$ cat src/tzpv_pkg.sv
// Shared constants for the three-zone proximity vote block.
package tzpv_pkg;

   localparam int unsigned COORD_W = 15;
   localparam int unsigned STEER_W = 16;
   localparam int unsigned COUNT_W = 16;
   localparam int unsigned DIST_W  = 31;
   localparam int unsigned ZONE_W  = 2;
   localparam int unsigned INDEX_W = 3;

   localparam logic [DIST_W-1:0]  RADIUS_SQUARED = 31'd6400;
   localparam logic [COUNT_W-1:0] COUNT_MAX      = 16'hFFFF;

   localparam logic [ZONE_W-1:0] ZONE_CENTRE = 2'd0;
   localparam logic [ZONE_W-1:0] ZONE_LEFT   = 2'd1;
   localparam logic [ZONE_W-1:0] ZONE_RIGHT  = 2'd2;

   localparam logic [INDEX_W-1:0] REG_AGENT_X  = 3'd0;
   localparam logic [INDEX_W-1:0] REG_AGENT_Y  = 3'd1;
   localparam logic [INDEX_W-1:0] REG_CENTRE_X = 3'd2;
   localparam logic [INDEX_W-1:0] REG_CENTRE_Y = 3'd3;
   localparam logic [INDEX_W-1:0] REG_LEFT_X   = 3'd4;
   localparam logic [INDEX_W-1:0] REG_LEFT_Y   = 3'd5;
   localparam logic [INDEX_W-1:0] REG_RIGHT_X  = 3'd6;
   localparam logic [INDEX_W-1:0] REG_RIGHT_Y  = 3'd7;

endpackage

$ cat src/tzpv_zone_test.sv
// Squared-distance test of one marker against one circular sensing zone.
module tzpv_zone_test (
   input  logic [tzpv_pkg::COORD_W-1:0] zone_x,
   input  logic [tzpv_pkg::COORD_W-1:0] zone_y,
   input  logic [tzpv_pkg::COORD_W-1:0] marker_x,
   input  logic [tzpv_pkg::COORD_W-1:0] marker_y,
   output logic                         hit
);

   logic signed [15:0]                 dx;
   logic signed [15:0]                 dy;
   logic signed [31:0]                 sq_x;
   logic signed [31:0]                 sq_y;
   logic [tzpv_pkg::DIST_W-1:0]        dist_sq;

   assign dx = signed'({1'b0, zone_x}) - signed'({1'b0, marker_x});
   assign dy = signed'({1'b0, zone_y}) - signed'({1'b0, marker_y});
   assign sq_x = dx * dx;
   assign sq_y = dy * dy;

   // Each square is below 2**30, so the sum fits in 31 bits.
   assign dist_sq = {1'b0, sq_x[29:0]} + {1'b0, sq_y[29:0]};
   assign hit     = dist_sq < tzpv_pkg::RADIUS_SQUARED;

endmodule

$ cat src/three_zone_proximity_vote_top.sv
// Result path: a last marker passes through stage one and stage two, and its result
// is then loaded into the output register; rsp_tvalid rises as it is loaded.
// Throughput: one marker per cycle; the distance squares run in the second stage and
// the hit counters update in the third, so nothing stalls unless the output is held.
// Reset: synchronous; clears the pipeline and output valid flags, the hit counters
// and all configuration registers to zero.
module three_zone_proximity_vote_top (
   input  logic                              clock,
   input  logic                              reset,
   input  logic                              req_tvalid,
   output logic                              req_tready,
   input  logic [31:0]                       req_tdata,  // marker_x, marker_y, pad
   input  logic                              req_tuser,  // marker_valid
   input  logic                              req_tlast,  // last_marker
   output logic                              rsp_tvalid,
   input  logic                              rsp_tready,
   // winner_zone, steer_x, steer_y, centre_count, left_count, right_count, pad
   output logic [87:0]                       rsp_tdata,
   input  logic                              csr_valid,
   output logic                              csr_ready,
   input  logic [tzpv_pkg::INDEX_W-1:0]      csr_index,
   input  logic [tzpv_pkg::COORD_W-1:0]      csr_data
);

   // Configuration registers.
   logic [tzpv_pkg::COORD_W-1:0] agent_x_ff, agent_y_ff;
   logic [tzpv_pkg::COORD_W-1:0] centre_x_ff, centre_y_ff;
   logic [tzpv_pkg::COORD_W-1:0] left_x_ff, left_y_ff;
   logic [tzpv_pkg::COORD_W-1:0] right_x_ff, right_y_ff;

   // Stage one: registered input.
   logic                         s1_valid_ff, s1_valid_in;
   logic [tzpv_pkg::COORD_W-1:0] s1_x_ff, s1_y_ff;
   logic                         s1_mvalid_ff, s1_last_ff;

   // Stage two: registered zone hits.
   logic                         s2_valid_ff, s2_valid_in;
   logic                         s2_mvalid_ff, s2_last_ff;
   logic                         s2_hit_c_ff, s2_hit_l_ff, s2_hit_r_ff;

   // Hit counters and output register.
   logic [tzpv_pkg::COUNT_W-1:0] centre_hits_ff, left_hits_ff, right_hits_ff;
   logic [tzpv_pkg::COUNT_W-1:0] centre_next, left_next, right_next;
   logic                         rsp_valid_ff;
   logic [tzpv_pkg::ZONE_W-1:0]  winner_ff, winner_in;
   logic [tzpv_pkg::STEER_W-1:0] steer_x_ff, steer_x_in;
   logic [tzpv_pkg::STEER_W-1:0] steer_y_ff, steer_y_in;
   logic [tzpv_pkg::COUNT_W-1:0] centre_cnt_ff, left_cnt_ff, right_cnt_ff;

   logic                         hit_c, hit_l, hit_r;
   logic                         req_fire, s1_move, s2_go, s2_ready, out_free;
   logic                         inc_c, inc_l, inc_r;
   logic [tzpv_pkg::COORD_W-1:0] win_x, win_y;

   // Handshake chain: a non-last item leaves stage two freely; a last one
   // needs the output register free.
   assign out_free    = !rsp_valid_ff || rsp_tready;
   assign s2_go       = s2_valid_ff && (!s2_last_ff || out_free);
   assign s2_ready    = !s2_valid_ff || s2_go;
   assign s1_move     = s1_valid_ff && s2_ready;
   assign req_tready  = !s1_valid_ff || s2_ready;
   assign req_fire    = req_tvalid && req_tready;
   assign s1_valid_in = req_fire || (s1_valid_ff && !s1_move);
   assign s2_valid_in = s1_move || (s2_valid_ff && !s2_go);
   assign csr_ready   = 1'b1;

   tzpv_zone_test u_centre (
      .zone_x(centre_x_ff), .zone_y(centre_y_ff),
      .marker_x(s1_x_ff), .marker_y(s1_y_ff), .hit(hit_c)
   );
   tzpv_zone_test u_left (
      .zone_x(left_x_ff), .zone_y(left_y_ff),
      .marker_x(s1_x_ff), .marker_y(s1_y_ff), .hit(hit_l)
   );
   tzpv_zone_test u_right (
      .zone_x(right_x_ff), .zone_y(right_y_ff),
      .marker_x(s1_x_ff), .marker_y(s1_y_ff), .hit(hit_r)
   );

   // Only the first zone hit in priority order is counted.
   assign inc_c = s2_go && s2_mvalid_ff && s2_hit_c_ff;
   assign inc_l = s2_go && s2_mvalid_ff && !s2_hit_c_ff && s2_hit_l_ff;
   assign inc_r = s2_go && s2_mvalid_ff && !s2_hit_c_ff && !s2_hit_l_ff && s2_hit_r_ff;

   always_comb begin
      centre_next = centre_hits_ff;
      left_next   = left_hits_ff;
      right_next  = right_hits_ff;
      if (inc_c && centre_hits_ff != tzpv_pkg::COUNT_MAX) begin
         centre_next = centre_hits_ff + 16'd1;
      end
      if (inc_l && left_hits_ff != tzpv_pkg::COUNT_MAX) begin
         left_next = left_hits_ff + 16'd1;
      end
      if (inc_r && right_hits_ff != tzpv_pkg::COUNT_MAX) begin
         right_next = right_hits_ff + 16'd1;
      end
   end

   // Vote on the counts that include the last marker; ties go to the lower zone.
   always_comb begin
      if (centre_next >= left_next && centre_next >= right_next) begin
         winner_in = tzpv_pkg::ZONE_CENTRE;
         win_x     = centre_x_ff;
         win_y     = centre_y_ff;
      end else if (left_next >= centre_next && left_next >= right_next) begin
         winner_in = tzpv_pkg::ZONE_LEFT;
         win_x     = left_x_ff;
         win_y     = left_y_ff;
      end else begin
         winner_in = tzpv_pkg::ZONE_RIGHT;
         win_x     = right_x_ff;
         win_y     = right_y_ff;
      end
      steer_x_in = {1'b0, win_x} - {1'b0, agent_x_ff};
      steer_y_in = {1'b0, win_y} - {1'b0, agent_y_ff};
   end

   always_ff @(posedge clock) begin
      if (reset) begin
         agent_x_ff  <= '0;
         agent_y_ff  <= '0;
         centre_x_ff <= '0;
         centre_y_ff <= '0;
         left_x_ff   <= '0;
         left_y_ff   <= '0;
         right_x_ff  <= '0;
         right_y_ff  <= '0;
      end else if (csr_valid) begin
         case (csr_index)
            tzpv_pkg::REG_AGENT_X:  agent_x_ff  <= csr_data;
            tzpv_pkg::REG_AGENT_Y:  agent_y_ff  <= csr_data;
            tzpv_pkg::REG_CENTRE_X: centre_x_ff <= csr_data;
            tzpv_pkg::REG_CENTRE_Y: centre_y_ff <= csr_data;
            tzpv_pkg::REG_LEFT_X:   left_x_ff   <= csr_data;
            tzpv_pkg::REG_LEFT_Y:   left_y_ff   <= csr_data;
            tzpv_pkg::REG_RIGHT_X:  right_x_ff  <= csr_data;
            tzpv_pkg::REG_RIGHT_Y:  right_y_ff  <= csr_data;
            default: begin
            end
         endcase
      end
   end

   always_ff @(posedge clock) begin
      if (reset) begin
         s1_valid_ff    <= 1'b0;
         s2_valid_ff    <= 1'b0;
         rsp_valid_ff   <= 1'b0;
         centre_hits_ff <= '0;
         left_hits_ff   <= '0;
         right_hits_ff  <= '0;
      end else begin
         s1_valid_ff <= s1_valid_in;
         s2_valid_ff <= s2_valid_in;
         if (s2_go) begin
            if (s2_last_ff) begin
               centre_hits_ff <= '0;
               left_hits_ff   <= '0;
               right_hits_ff  <= '0;
            end else begin
               centre_hits_ff <= centre_next;
               left_hits_ff   <= left_next;
               right_hits_ff  <= right_next;
            end
         end
         if (s2_go && s2_last_ff) begin
            rsp_valid_ff <= 1'b1;
         end else if (rsp_tready) begin
            rsp_valid_ff <= 1'b0;
         end
      end
   end

   always_ff @(posedge clock) begin
      if (req_fire) begin
         s1_x_ff      <= req_tdata[14:0];
         s1_y_ff      <= req_tdata[29:15];
         s1_mvalid_ff <= req_tuser;
         s1_last_ff   <= req_tlast;
      end
      if (s1_move) begin
         s2_mvalid_ff <= s1_mvalid_ff;
         s2_last_ff   <= s1_last_ff;
         s2_hit_c_ff  <= hit_c;
         s2_hit_l_ff  <= hit_l;
         s2_hit_r_ff  <= hit_r;
      end
      if (s2_go && s2_last_ff) begin
         winner_ff     <= winner_in;
         steer_x_ff    <= steer_x_in;
         steer_y_ff    <= steer_y_in;
         centre_cnt_ff <= centre_next;
         left_cnt_ff   <= left_next;
         right_cnt_ff  <= right_next;
      end
   end

   assign rsp_tvalid = rsp_valid_ff;
   assign rsp_tdata  = {6'b0, right_cnt_ff, left_cnt_ff, centre_cnt_ff,
                        steer_y_ff, steer_x_ff, winner_ff};

`ifndef ASSERT_OFF
   a_one_counter_step: assert property (@(posedge clock) disable iff (reset)
      $onehot0({inc_c, inc_l, inc_r}))
      else $error("more than one zone counter stepped for one marker");

   a_clear_after_result: assert property (@(posedge clock) disable iff (reset)
      (s2_go && s2_last_ff) |=>
         (centre_hits_ff == '0 && left_hits_ff == '0 && right_hits_ff == '0))
      else $error("hit counters not cleared after a result");

   a_result_from_last: assert property (@(posedge clock) disable iff (reset)
      (rsp_valid_ff && !$past(rsp_valid_ff)) |-> $past(s2_go && s2_last_ff))
      else $error("result appeared without a last marker");

   a_no_overwrite: assert property (@(posedge clock) disable iff (reset)
      (rsp_valid_ff && !rsp_tready) |-> !(s2_go && s2_last_ff))
      else $error("held result overwritten");
`endif

endmodule
$ cat config.mk
export PLATFORM = sky130hd
export DESIGN_NAME = three_zone_proximity_vote_top
export DESIGN_NICKNAME = d
export VERILOG_FILES = /design/src/tzpv_pkg.sv /design/src/tzpv_zone_test.sv /design/src/three_zone_proximity_vote_top.sv
export SDC_FILE = /design/constraint.sdc
export NUM_CORES = 2
export LEC_CHECK = 0
export BUFFER_PORTS_ARGS = -buffer_cell sky130_fd_sc_hd__buf_4
export CORE_ASPECT_RATIO = 0.9
export CORE_MARGIN = 4
export CORE_UTILIZATION = 25
export CTS_CLUSTER_DIAMETER = 80
export CTS_CLUSTER_SIZE = 24
export DETAILED_ROUTE_END_ITERATION = 8
export GPL_ROUTABILITY_DRIVEN = 1
export HOLD_SLACK_MARGIN = 0.03
export PLACE_DENSITY = 0.38
export SYNTH_ARGS = -nofsm -noshare
export SYNTH_HDL_FRONTEND = slang
export SYNTH_SLANG_ARGS = --single-unit
$ cat constraint.sdc
create_clock -name clock -period 16.8 [get_ports clock]
set_input_delay 1.68 -clock clock [delete_from_list [all_inputs] [get_ports clock]]
set_output_delay 1.68 -clock clock [all_outputs]
set_load 0.02 [all_outputs]
==> qor.txt <==
H-tree depth - 1
number of synthesized flops with an enable pin - 119
WL/cell - 17.7 µm
final slew viol count - 0
IO buf count - 138
Hold Path Class - reg2reg
Area Growth Syn to Fin - 9.62%
initial antenna violation count - 10
final setup violating endpoints - 0
Crit path top cell by count - inv_1
grt total ovfl - 0
Post-CTS Hold Fix Bufs - 0
GP Congestion - 0.824
DP HPWL - 176 mm
unrepaired setup endpoints after global routing - no
Vias/cell - 4.35
Post-Syn Instances - 8002
cell taking the most area after synthesis - fa_1
Die ar. - 291000 µm²
post-layout min period - 12790 ps
setup bufs post-CTS - 0
Die Ht - 512 µm
Critical Path Start Type - flip-flop
Setup TNS - 0 ps
crit path capture type - flip-flop
CP arrival - 13060 ps
first-pass GRT wire length - 332 mm
FMAX - 78.2 MHz
status - complete, no violations
Worst-path clk slew - 100 ps
CTS Buffer Depth - 3
worst slew pin tran - 1270 ps
Worst Skew - 23.1 ps
biggest cell delay along the critical path - 970 ps
gr usage total - 14.5%
drc violations - 0
yosys warns - 0
share of layout cells above drive strength 1 - 5.44%
Cell Area, Synth - 70500 µm²
Critical Path RT - 17060 ps
final period utilization - 76.2%
Syn Area/Cell - 8.81 µm²
root buffer cell - clkbuf_16
Synth cell types - 98
most frequent cells in the layout - inv_1 (2060), fa_1 (1334), nand2_1 (827)
Floorplan Core Area - 280000 µm²
number of global-route vias before repair - 56200
most common cell after layout, fill and taps aside - inv_1
die width - 568 µm
ANT nets after route - 0
routed wire length - 209 mm
largest net degree at the start of global routing - 92
endpoints failing hold - 0
fin util - 27.6%
register area share after synthesis - 9.93%
Clock Sinks - 290
Synth top area share - 37.9%
DR vias - 51400
Num CTS Buffers - 25
I/O pin count - 148
Rows - 184
asr flop ratio synth - 0%
predominant post-synthesis flop cell - dfxtp_1
DR pass1 iterations - 5
Initial Util - 25.2%
register bit total from synthesis - 290
Slew headroom - 14.6%
Clock Latency Late Sink - 630 ps
Crit Path Class - reg2reg
nets - 10200
CTS tree - yes
top cells by area, synth - fa_1 (38%), ha_1 (13%), inv_1 (11%)
max_cap viols - 0
largest fanout on the critical path - 15
Crit-path slowest cell - nor4_2
post_cts resized - 0
First DRT Iteration DRCs - 2248
-- worst paths after layout --
| kind | from | end | depth (start not counted) | slack [ps] |
|---|---|---|---|---|
| max | s1_y_ff[1] | s2_hit_l_ff | 44 | 4010 |
| min | s1_last_ff | s2_last_ff | 0 | 430 |
| max reg2reg | s1_y_ff[1] | s2_hit_l_ff | 44 | 4010 |
| min reg2reg | s1_last_ff | s2_last_ff | 0 | 430 |
-- cell usage after synthesis (all sizes together), types with 52 or more instances --
library cell / number
nor2b: 57
ha: 732
nand2: 827
nand3: 79
fa: 1334
o21ai: 160
a21o: 95
and3: 52
xor2: 137
mux2: 64
dfxtp: 171
inv: 2061
nor3: 96
xnor2: 287
clkbuf: 157
a21oi: 364
nor2: 599
edfxtp: 119
-- per-layer routing --
metal	wire, µm	vias up	track usage [%]
met5	0	-	0
met4	3980	0	2.65
met3	4970	94	0.745
met2	104000	567	25.8
met1	96300	26100	19.7
li1	-	24700	-
-- kinds of logic (layout without fill, tap and decap cells) --
family	Yosys count	after routing	share of synthesized area, %
AO/OA/AOI/OAI	941	941	8.51
multiplexers	77	77	1.21
adder cells (fa/ha/maj)	2066	2066	50.9
other	2	12	0.0107
flip-flops	290	290	9.93
buffers and inverters	2265	2363	12.2
AND/OR/NAND/NOR	1936	1936	12.0
XOR/XNOR	425	425	5.33
-- through the flow --
| step | instances | instance area (µm²) | hold WS, ps | setup WS, ps |
|---|---|---|---|---|
| after global routing | 11800 | 77300 | 434 | 3170 |
| after CTS | 11800 | 77300 | 433 | 3920 |
| after detailed placement | 11800 | 76300 | 408 | 4000 |
| after global placement | 11800 | 76300 | 408 | 3980 |
| after floorplan | 8007 | 70500 | 400 | 7030 |
| final | 11800 | 77300 | 430 | 4010 |
-- worst max-delay path, delay by kind of cell (launching register included) --
kind | cells | cell delay, ps
XOR/XNOR | 2 | 410
buffers and inverters | 6 | 1140
AND/OR/NAND/NOR | 10 | 3060
AO/OA/AOI/OAI | 17 | 3720
flip-flops | 1 | 490
adder cells (fa/ha/maj) | 9 | 3580
-- sequential cells by signal, indices dropped and copies added, names as in the netlist, 16 cells and up --
| signal | count |
|---|---|
| steer_y_ff | 16 |
| centre_cnt_ff | 16 |
| right_cnt_ff | 16 |
| left_cnt_ff | 16 |
| centre_hits_ff | 16 |
| steer_x_ff | 16 |
| right_hits_ff | 16 |
| left_hits_ff | 16 |
-- layout make-up --
cell class | count | area, µm²
repair buffers | 238 | 1790
diodes | 5 | 12.5
clock inverters | 19 | 289
clock buffers | 26 | 629
inverters | 2080 | 7810
well taps | 3720 | 4650
multi-input cells | 5452 | 55100
flip-flops and latches | 290 | 7000
fillers | 30400 | 203000
Power is left out: the tool's default activity adds up to more than one toggle a clock period on the data nets, which glitch-free logic cannot reach.
